**src/rtl/scfd_pkg.sv**
```systemverilog
// ----------------------------------------------------------------------------
// scfd_pkg: shared types and constants for the serial CAN frame deframer
// Header codes, the one-hot parser states and the frame record that moves
// from the parser to the result register.
// ----------------------------------------------------------------------------
package scfd_pkg;

    localparam int MaxPayload = 8;
    localparam int PayloadIdxW = $clog2(MaxPayload);

    localparam logic [7:0] HdrStdData   = 8'h55;
    localparam logic [7:0] HdrStdRemote = 8'h5A;
    localparam logic [7:0] HdrExtData   = 8'hA5;
    localparam logic [7:0] HdrExtRemote = 8'hAA;

    typedef enum logic [7:0] {
        ST_HEADER  = 8'b0000_0001,
        ST_ID0     = 8'b0000_0010,
        ST_ID1     = 8'b0000_0100,
        ST_ID2     = 8'b0000_1000,
        ST_ID3     = 8'b0001_0000,
        ST_LEN     = 8'b0010_0000,
        ST_PAYLOAD = 8'b0100_0000,
        ST_CHECK   = 8'b1000_0000
    } parse_state_t;

    typedef struct packed {
        logic [31:0]                  frame_id;
        logic                         is_extended;
        logic                         is_remote;
        logic [3:0]                   data_length;
        logic [MaxPayload-1:0][7:0]   payload;
    } frame_t;

endpackage

```
**src/rtl/scfd_in_stage.sv**
```systemverilog
// ----------------------------------------------------------------------------
// scfd_in_stage: input byte register
// Holds one received byte until the parser consumes it; takes a new beat in
// the same cycle the held one is consumed.
// ----------------------------------------------------------------------------
module scfd_in_stage (
    input  logic       aclk,
    input  logic       aresetn,
    input  logic       s_valid,
    output logic       s_ready,
    input  logic [7:0] s_rx_byte,
    input  logic       consume,
    output logic       byte_valid,
    output logic [7:0] byte_data
);

    logic       valid_reg;
    logic       valid_next;
    logic [7:0] byte_reg;

    assign s_ready    = !valid_reg || consume;
    assign byte_valid = valid_reg;
    assign byte_data  = byte_reg;

    always_comb begin
        valid_next = valid_reg;
        if (s_valid && s_ready) begin
            valid_next = 1'b1;
        end else if (consume) begin
            valid_next = 1'b0;
        end
    end

    always_ff @(posedge aclk) begin
        if (!aresetn) begin
            valid_reg <= 1'b0;
        end else begin
            valid_reg <= valid_next;
        end
    end

    always_ff @(posedge aclk) begin
        if (s_valid && s_ready) begin
            byte_reg <= s_rx_byte;
        end
    end

endmodule

```
**src/rtl/scfd_parser.sv**
```systemverilog
// ----------------------------------------------------------------------------
// scfd_parser: frame parser
// One-hot state machine with running checksum, identifier shifter and
// payload store; flags a finished frame when the check byte matches.
// ----------------------------------------------------------------------------
module scfd_parser (
    input  logic                 aclk,
    input  logic                 aresetn,
    input  logic                 byte_valid,
    input  logic [7:0]           byte_data,
    output logic                 res_valid,
    output scfd_pkg::frame_t     res_frame
);

    scfd_pkg::parse_state_t state_reg, state_next;
    logic [7:0]  sum_reg, sum_next;
    logic [31:0] id_reg, id_next;
    logic        ext_reg, ext_next;
    logic        rem_reg, rem_next;
    logic [3:0]  len_reg, len_next;
    logic [3:0]  cnt_reg, cnt_next;
    logic [scfd_pkg::MaxPayload-1:0][7:0] pay_reg, pay_next;

    logic [7:0] sum_add;
    logic       hdr_known;

    assign sum_add   = sum_reg + byte_data;
    assign hdr_known = (byte_data == scfd_pkg::HdrStdData)   ||
                       (byte_data == scfd_pkg::HdrStdRemote) ||
                       (byte_data == scfd_pkg::HdrExtData)   ||
                       (byte_data == scfd_pkg::HdrExtRemote);

    always_comb begin
        state_next = state_reg;
        sum_next   = sum_reg;
        id_next    = id_reg;
        ext_next   = ext_reg;
        rem_next   = rem_reg;
        len_next   = len_reg;
        cnt_next   = cnt_reg;
        pay_next   = pay_reg;
        res_valid  = 1'b0;
        if (byte_valid) begin
            unique case (state_reg)
                scfd_pkg::ST_HEADER: begin
                    sum_next = byte_data;
                    if (hdr_known) begin
                        ext_next   = (byte_data == scfd_pkg::HdrExtData) ||
                                     (byte_data == scfd_pkg::HdrExtRemote);
                        rem_next   = (byte_data == scfd_pkg::HdrStdRemote) ||
                                     (byte_data == scfd_pkg::HdrExtRemote);
                        state_next = scfd_pkg::ST_ID0;
                    end
                end
                scfd_pkg::ST_ID0: begin
                    sum_next   = sum_add;
                    id_next    = {24'd0, byte_data};
                    state_next = scfd_pkg::ST_ID1;
                end
                scfd_pkg::ST_ID1: begin
                    sum_next   = sum_add;
                    id_next    = {id_reg[23:0], byte_data};
                    state_next = ext_reg ? scfd_pkg::ST_ID2 : scfd_pkg::ST_LEN;
                end
                scfd_pkg::ST_ID2: begin
                    sum_next   = sum_add;
                    id_next    = {id_reg[23:0], byte_data};
                    state_next = scfd_pkg::ST_ID3;
                end
                scfd_pkg::ST_ID3: begin
                    sum_next   = sum_add;
                    id_next    = {id_reg[23:0], byte_data};
                    state_next = scfd_pkg::ST_LEN;
                end
                scfd_pkg::ST_LEN: begin
                    sum_next = sum_add;
                    // drop the frame on an oversize length, keep the old length
                    if (byte_data > 8'(scfd_pkg::MaxPayload)) begin
                        state_next = scfd_pkg::ST_HEADER;
                    end else begin
                        len_next   = byte_data[3:0];
                        cnt_next   = 4'd0;
                        state_next = (!rem_reg && byte_data != 8'd0) ?
                                     scfd_pkg::ST_PAYLOAD : scfd_pkg::ST_CHECK;
                    end
                end
                scfd_pkg::ST_PAYLOAD: begin
                    sum_next = sum_add;
                    pay_next[cnt_reg[scfd_pkg::PayloadIdxW-1:0]] = byte_data;
                    cnt_next = cnt_reg + 4'd1;
                    if (cnt_next >= len_reg) begin
                        state_next = scfd_pkg::ST_CHECK;
                    end
                end
                scfd_pkg::ST_CHECK: begin
                    sum_next   = ~sum_reg;
                    state_next = scfd_pkg::ST_HEADER;
                    res_valid  = (byte_data == ~sum_reg);
                end
                default: begin
                    state_next = scfd_pkg::ST_HEADER;
                end
            endcase
        end
    end

    assign res_frame.frame_id    = id_reg;
    assign res_frame.is_extended = ext_reg;
    assign res_frame.is_remote   = rem_reg;
    assign res_frame.data_length = len_reg;
    assign res_frame.payload     = pay_reg;

    always_ff @(posedge aclk) begin
        if (!aresetn) begin
            state_reg <= scfd_pkg::ST_HEADER;
            sum_reg   <= 8'd0;
            id_reg    <= 32'd0;
            ext_reg   <= 1'b0;
            rem_reg   <= 1'b0;
            len_reg   <= 4'd0;
            cnt_reg   <= 4'd0;
            pay_reg   <= '0;
        end else begin
            state_reg <= state_next;
            sum_reg   <= sum_next;
            id_reg    <= id_next;
            ext_reg   <= ext_next;
            rem_reg   <= rem_next;
            len_reg   <= len_next;
            cnt_reg   <= cnt_next;
            pay_reg   <= pay_next;
        end
    end

endmodule

```
**src/rtl/scfd_out_stage.sv**
```systemverilog
// ----------------------------------------------------------------------------
// scfd_out_stage: result register
// Holds one finished frame until the downstream side takes the beat.
// ----------------------------------------------------------------------------
module scfd_out_stage (
    input  logic             aclk,
    input  logic             aresetn,
    input  logic             load,
    input  scfd_pkg::frame_t frame_in,
    output logic             free,
    output logic             m_valid,
    input  logic             m_ready,
    output scfd_pkg::frame_t frame_out
);

    logic             valid_reg;
    logic             valid_next;
    scfd_pkg::frame_t frame_reg;

    assign free      = !valid_reg || m_ready;
    assign m_valid   = valid_reg;
    assign frame_out = frame_reg;

    always_comb begin
        valid_next = valid_reg;
        if (load) begin
            valid_next = 1'b1;
        end else if (m_ready) begin
            valid_next = 1'b0;
        end
    end

    always_ff @(posedge aclk) begin
        if (!aresetn) begin
            valid_reg <= 1'b0;
        end else begin
            valid_reg <= valid_next;
        end
    end

    always_ff @(posedge aclk) begin
        if (load) begin
            frame_reg <= frame_in;
        end
    end

endmodule

```
**src/rtl/serial_can_frame_deframer.sv**
```systemverilog
// ----------------------------------------------------------------------------
// serial_can_frame_deframer: serial byte stream to CAN frame records
//
//   channel  | direction | beat
//   s_       | in        | one received byte (s_rx_byte)
//   m_       | out       | one checked frame (id, flags, length, 8 payload bytes)
//
// One byte per cycle sustained while m_ does not stall. A byte sits in the
// input register while the parser works on it, and a frame that passes the
// check shows on m_ in the cycle after its check byte was taken.
// A stall on m_ holds the input register; s_ready drops only while both
// registers are full. Reset is synchronous and clears parser and valids.
// ----------------------------------------------------------------------------
module serial_can_frame_deframer (
    input  logic        aclk,
    input  logic        aresetn,
    input  logic        s_valid,
    output logic        s_ready,
    input  logic [7:0]  s_rx_byte,
    output logic        m_valid,
    input  logic        m_ready,
    output logic [31:0] m_frame_id,
    output logic        m_is_extended,
    output logic        m_is_remote,
    output logic [3:0]  m_data_length,
    output logic [7:0]  m_payload0,
    output logic [7:0]  m_payload1,
    output logic [7:0]  m_payload2,
    output logic [7:0]  m_payload3,
    output logic [7:0]  m_payload4,
    output logic [7:0]  m_payload5,
    output logic [7:0]  m_payload6,
    output logic [7:0]  m_payload7
);

    logic             byte_valid;
    logic [7:0]       byte_data;
    logic             out_free;
    logic             consume;
    logic             res_valid;
    scfd_pkg::frame_t res_frame;
    scfd_pkg::frame_t out_frame;

    // advance the parser only when a result would have room
    assign consume = byte_valid && out_free;

    scfd_in_stage u_in (
        .aclk       (aclk),
        .aresetn    (aresetn),
        .s_valid    (s_valid),
        .s_ready    (s_ready),
        .s_rx_byte  (s_rx_byte),
        .consume    (consume),
        .byte_valid (byte_valid),
        .byte_data  (byte_data)
    );

    scfd_parser u_parser (
        .aclk       (aclk),
        .aresetn    (aresetn),
        .byte_valid (consume),
        .byte_data  (byte_data),
        .res_valid  (res_valid),
        .res_frame  (res_frame)
    );

    scfd_out_stage u_out (
        .aclk      (aclk),
        .aresetn   (aresetn),
        .load      (res_valid),
        .frame_in  (res_frame),
        .free      (out_free),
        .m_valid   (m_valid),
        .m_ready   (m_ready),
        .frame_out (out_frame)
    );

    assign m_frame_id    = out_frame.frame_id;
    assign m_is_extended = out_frame.is_extended;
    assign m_is_remote   = out_frame.is_remote;
    assign m_data_length = out_frame.data_length;
    assign m_payload0    = out_frame.payload[0];
    assign m_payload1    = out_frame.payload[1];
    assign m_payload2    = out_frame.payload[2];
    assign m_payload3    = out_frame.payload[3];
    assign m_payload4    = out_frame.payload[4];
    assign m_payload5    = out_frame.payload[5];
    assign m_payload6    = out_frame.payload[6];
    assign m_payload7    = out_frame.payload[7];

endmodule

```
**config.mk**
```make
export PLATFORM = sky130hd
export DESIGN_NAME = serial_can_frame_deframer
export DESIGN_NICKNAME = d
export VERILOG_FILES = /design/src/rtl/scfd_pkg.sv /design/src/rtl/scfd_in_stage.sv /design/src/rtl/scfd_parser.sv /design/src/rtl/scfd_out_stage.sv /design/src/rtl/serial_can_frame_deframer.sv
export SDC_FILE = /design/constraint.sdc
export NUM_CORES = 1
export LEC_CHECK = 0
export BUFFER_PORTS_ARGS = -buffer_cell sky130_fd_sc_hd__buf_2
export CORE_ASPECT_RATIO = 0.8
export CORE_MARGIN = 5
export CORE_UTILIZATION = 40
export CTS_CLUSTER_SIZE = 16
export DETAILED_ROUTE_END_ITERATION = 16
export PLACE_DENSITY_LB_ADDON = 0.25
export SYNTH_ARGS = -nofsm -noshare
export SYNTH_HDL_FRONTEND = slang
export SYNTH_SLANG_ARGS = --single-unit
export TNS_END_PERCENT = 10
```
**constraint.sdc**
```tcl
create_clock -name aclk -period 30.1 [get_ports aclk]
set_clock_uncertainty 0.15 [all_clocks]
set_input_delay 7.525 -clock aclk [delete_from_list [all_inputs] [get_ports aclk]]
set_output_delay 7.525 -clock aclk [all_outputs]
set_load 0.05 [all_outputs]
```
## Yosys cells after proc, flatten, opt, wreduce, memory -nomap -nowiden

Cells that the tools add are included.

- Bits of input ports: 12
- Register bits after elaboration: 234

- Equality and inequality tests: 16
- Bitwise logic cells: 2
- Add/sub/neg operators: 2
- Mux-type cells: 19
- Reductions and logical operators: 29
- $lt $le $gt $ge: 4

Operators by type and width:

| kind | count |
|---|---|
| $bwmux W64 | 1 |
| $pmux W32 S2 | 1 |
| $pmux W8 S7 | 1 |
| $mux W8 | 5 |
| $demux W8 S3 | 1 |
| $eq A8 B7 Y1 const B | 3 |
| $eq A8 B8 Y1 const B | 3 |
| $pmux W8 S3 | 1 |
| $reduce_and A3 Y1 | 4 |
| $add A8 B8 Y8 | 1 |
| $eq A8 B1 Y1 const B | 1 |
| $eq A8 B2 Y1 const B | 1 |
| $eq A8 B3 Y1 const B | 1 |
| $eq A8 B4 Y1 const B | 1 |
| $eq A8 B5 Y1 const B | 1 |
| $eq A8 B6 Y1 const B | 1 |
| $eq A8 B8 Y1 | 1 |
| $gt A8 B4 Y1 const B | 1 |
| $not A8 Y8 | 1 |
| $pmux W4 S2 | 1 |
| $reduce_bool A2 Y1 | 4 |
| $reduce_bool A8 Y1 | 1 |
| $logic_or A1 B1 Y1 | 7 |
| $mux W1 | 6 |
| 15 further kinds | 23 |

## Logic depth before layout (Yosys ltp)

- Depth after elaboration: 6
- Mapped depth: 9
- Depth with buffers taken out: 8

## Modules after synthesis

From an unflattened synthesis, not the netlist that was laid out.

- Cell total of the unflattened synthesis: 763
- Area, all modules: 8,831.0 um^2

Modules (own cells, without submodules):

| module | area each (um^2) | sequential area each (um^2) | instances | cells an instance |
|---|---|---|---|---|
| scfd_parser | 5,415.2 | 2,442.3 | 1 | 643 |
| scfd_out_stage | 3,111.7 | 3,083.0 | 1 | 106 |
| scfd_in_stage | 297.8 | 260.2 | 1 | 13 |
| serial_can_frame_deframer | 6.3 | 0.0 | 1 | 1 |

## Worst setup path before layout

Ideal clock, no wire load.

- Path kind: input -> register
- Start point: input m_ready
- End point: register u_out.frame_reg (netlist bit u_out.frame_out[0]), enable pin
- Path slack: 11.409 ns
- Library setup time: 0.816 ns
- Arrival: 17.725 ns
- Stages on the path: 4
- Cell sequence: nor2b_1 -> nand2b_1 -> clkbuf_1 -> nor4_1

- Word-level cells in the longest chain between the ends: 3

Ends and longest elaborated chain:

| item | line | RTL |
|---|---|---|
| start: declaration | serial_can_frame_deframer.sv:21 | `input logic m_ready,` |
| $logic_or A1 B1 Y1 | scfd_out_stage.sv:20 | `assign free = !valid_reg \|\| m_ready;` |
| $logic_and A1 B1 Y1 | serial_can_frame_deframer.sv:45 | `assign consume = byte_valid && out_free;` |
| $mux W1 | scfd_parser.sv:43 | `if (byte_valid) begin` |
| net res_valid | serial_can_frame_deframer.sv:40 | `logic res_valid;` |
| end signal: assignment | scfd_out_stage.sv:43 | `frame_reg <= frame_in;` |
| end: declaration | scfd_out_stage.sv:18 | `scfd_pkg::frame_t frame_reg;` |

The timed path passes the listed nets, and every way through them passes these cells.
A chain may end at the register's enable or synchronous reset.

## Final worst setup path

- Start point: input m_ready
- End point: output s_ready

- Word-level cells in the longest chain between the ends: 3

Ends and longest elaborated chain:

| item | line | RTL |
|---|---|---|
| $logic_or A1 B1 Y1 | scfd_out_stage.sv:20 |  |
| $logic_and A1 B1 Y1 | serial_can_frame_deframer.sv:45 |  |
| $logic_or A1 B1 Y1 | scfd_in_stage.sv:21 | `assign s_ready = !valid_reg \|\| consume;` |
| end: declaration | serial_can_frame_deframer.sv:18 | `output logic s_ready,` |

No other way between the ends.

==> flow_metrics.py <==
metrics = {
    "layout": {
        "antenna-diode-count": 0,
        "stdcell_count": 1182,
        "area_growth_pct": 17.8,
        "drive_gt1_frac": 0.188,
        "fillCellCount": 2015,
        "nets": 890,
        "largest_reg_flops": 102,
        "utilization": 0.480,
        "final_common_cell": "nand2_1",
        "final_cell_mix": "nand2_1 (154), dfxtp_1 (124), buf_2 (114), edfxtp_1 (110), a21boi_0 (71)",
    },
    "sta": {
        "whs_ns": 0.272,
        "hold_viol": 0,
        "slew_headroom": 0.272,
        "tightest_slew_ns": 1.09,
        "rsz0062_at_grt": "no",
        "setup_tns_ns": 0,
        "period_share": 0.527,
        "fmax_mhz": 63.0,
        "drv_slew": 0,
        "setup_viol": 0,
        "min_period_ns": 15.87,
    },
    "clock_network": {
        "cts.sinks": 234,
        "hold_buffers": 0,
        "cts-resized-gates": 0,
        "post_cts_buffers": 0,
        "htreeDepth": 1,
        "clk_pin_slew_ns": 0.06,
        "cts_tree": "yes",
        "clock-root-buffer": "clkbuf_16",
        "clockBufferDepth": 3,
        "clk_latency_ns": 0.51,
        "cts_buffers": 23,
    },
    "worst_hold_path": {
        "holdPathEnd": "u_out.frame_out[98]",
        "holdPathStages": 0,
        "worstHoldPathType": "reg -> reg",
        "hp-start": "u_parser.id_reg[28]",
    },
    "setup_path": {
        "required_ns": 22.43,
        "cp_common_cell": "buf_2",
        "cp.depth": 4,
        "reg2reg_slack_ns": 26.57,
        "arrival_ns": 8.19,
        "worst_r2r_path_depth": 4,
        "endpoint_kind": "output port",
        "path_max_fanout": 5,
        "cpLargestDelayFamily": "simple AND/OR/NAND/NOR gates",
        "worstPathCellList": "buf_2 > nor2b_1 > nand2_1 > buf_2",
        "rr_startpoint": "u_parser.state_reg[2]",
        "reg2reg_to": "u_out.frame_out[17]",
        "path_class": "in -> out",
        "crit_slowest_cell": "nor2b_1",
        "path_buf_inv": 2,
        "startpoint_type": "input pin",
        "max_stage_delay_ns": 0.25,
        "cp-startpoint": "m_ready",
    },
    "grt": {
        "grtUsageMet1": 0.218,
        "overflow": 0,
        "grt_pass1_vias": 5573,
        "grt_use_met2": 0.228,
        "grt_pass1_wl_mm": 30.5,
        "grt_max_degree": 99,
        "grtUsageMet3": 0.0299,
        "gr-usage-all-layers": 0.149,
        "antenna_found_initial": 0,
        "grt_busiest_layer": "met2",
    },
    "synthesis": {
        "synth_xor_area_frac": 0.00793,
        "synth_seq_cells": 234,
        "synth-edff-count": 110,
        "synthTopCellsByArea": "edfxtp_1 (37%), dfxtp_1 (28%), nand2_1 (6.5%), a21boi_0 (6.0%), nor2b_1 (3.0%)",
        "ys.flop_type": "dfxtp_1",
        "synth.mux.area_fraction": 0.0136,
        "syn-cell-area_sq_mm": 0.00883,
        "synth_top_area_frac": 0.374,
        "synthArstFlopShare": 0,
        "yosys_warnings": 0,
        "syn_area_per_cell_sq_um": 11.7,
        "yosysSeqAreaShare": 0.655,
        "synth_cells": 757,
        "ys_types": 55,
        "synthAdderAreaFrac": 0.0193,
        "synth_top_family_by_area": "simple AND/OR/NAND/NOR gates",
        "synth_compound_area_frac": 0.133,
        "synth-simple-area-share": 0.149,
        "synth_top_area_cell": "edfxtp_1",
        "synth_nets": 782,
    },
    "pwr": {
        "leakage_nw": 3.76,
        "irDropWorstVdd_uv": 37.8,
        "power_w": 0.000627,
        "power.density_mw_per_mm2": 60.3,
    },
    "route": {
        "num_vias": 5767,
        "drt_iter0_markers": 386,
        "dr.pass1.iters": 4,
        "viasPerCell": 4.88,
        "wl_mm": 19.0,
        "post-route-drc-count": 0,
        "wire_per_inst_um": 16.1,
        "drtAntennaViolNets": 0,
    },
    "run_status": {
        "status": "finished clean",
    },
    "floorplanning": {
        "die_x_um": 176,
        "core_sq_mm": 0.0217,
        "io_pins": 116,
        "dieArea_sq_mm": 0.0252,
        "initial_core_util": 0.407,
        "rows": 48,
        "die_h_um": 143,
    },
    "placement": {
        "port-buffer-count": 115,
        "dp.final_hpwl_mm": 11.6,
        "dp_cells": 1140,
        "gp_congestion": 0.773,
    },
    "job": {
        "cap_violations": 0,
    },
}
## worst max-delay path by stage
stage	to
6_report	s_ready
5_1_grt	s_ready
4_1_cts	s_ready
3_5_place_dp	s_ready
3_3_place_gp	s_ready
2_1_floorplan	u_out.frame_out[0]
## final cells by class
| class | count | area (sq um) | share of cell area |
|---|---|---|---|
| Sequential cell | 234 | 5790 | 0.556 |
| Multi-Input combinational cell | 475 | 2860 | 0.275 |
| Clock buffer | 35 | 671 | 0.0645 |
| Timing Repair Buffer | 121 | 623 | 0.0599 |
| Tap cell | 300 | 375 | 0.0361 |
| Clock inverter | 7 | 43.8 | 0.00421 |
| Inverter | 10 | 37.5 | 0.00361 |
## kinds of logic (layout without fill, tap and decap cells)
| logic type | Yosys count | after routing |
|---|---|---|
| multiplexers | 12 | 12 |
| buffers and inverters | 48 | 173 |
| XOR/XNOR | 8 | 8 |
| adder cells (fa/ha/maj) | 13 | 13 |
| flip-flops | 234 | 234 |
| AO/OA/AOI/OAI | 169 | 169 |
| AND/OR/NAND/NOR | 273 | 273 |
## routing by layer
metal	wire, um	vias up
met3	1480	27
met4	370	0
li1	-	2910
met1	8880	2670
met5	0	-
met2	8250	160
## synthesized netlist by cell type, drive strengths merged (2+ instances only)
cell      n
and2      6
and4b     4
nand3     7
a211oi    2
o22ai     2
o311a     2
a21oi    11
nand3b    2
and3      4
buf       4
ha       12
nand4b    2
nor4      5
clkbuf   34
a31oi     8
o221a     5
nand2   154
xnor2     3
nand4     2
o21a      2
or3       2
nand2b    5
dfxtp   124
mux2i    12
nor3      8
a21boi   72
nor4b     2
a22oi    24
xor2      5
edfxtp  110
inv      10
o21ai    33
nor2b    42
nor2     22
## stage by stage
stage | instance area (sq um) | setup slack (ns)
after global routing | 10400 | 14.14
after floorplan | 8830 | 11.41
final | 10400 | 14.23
after detailed placement | 9680 | 14.22
after global placement | 9680 | 14.27
after CTS | 10400 | 14.21
## power breakdown
| part | leakage (nW) | switching (W) | internal, W |
|---|---|---|---|
| Clock | 0.348 | 0.000115 | 0.000154 |
| Sequential | 2.07 | 0.00000651 | 0.000333 |
| Combinational | 1.35 | 0.0000105 | 0.00000892 |
Power figures use the tool's default switching activity.
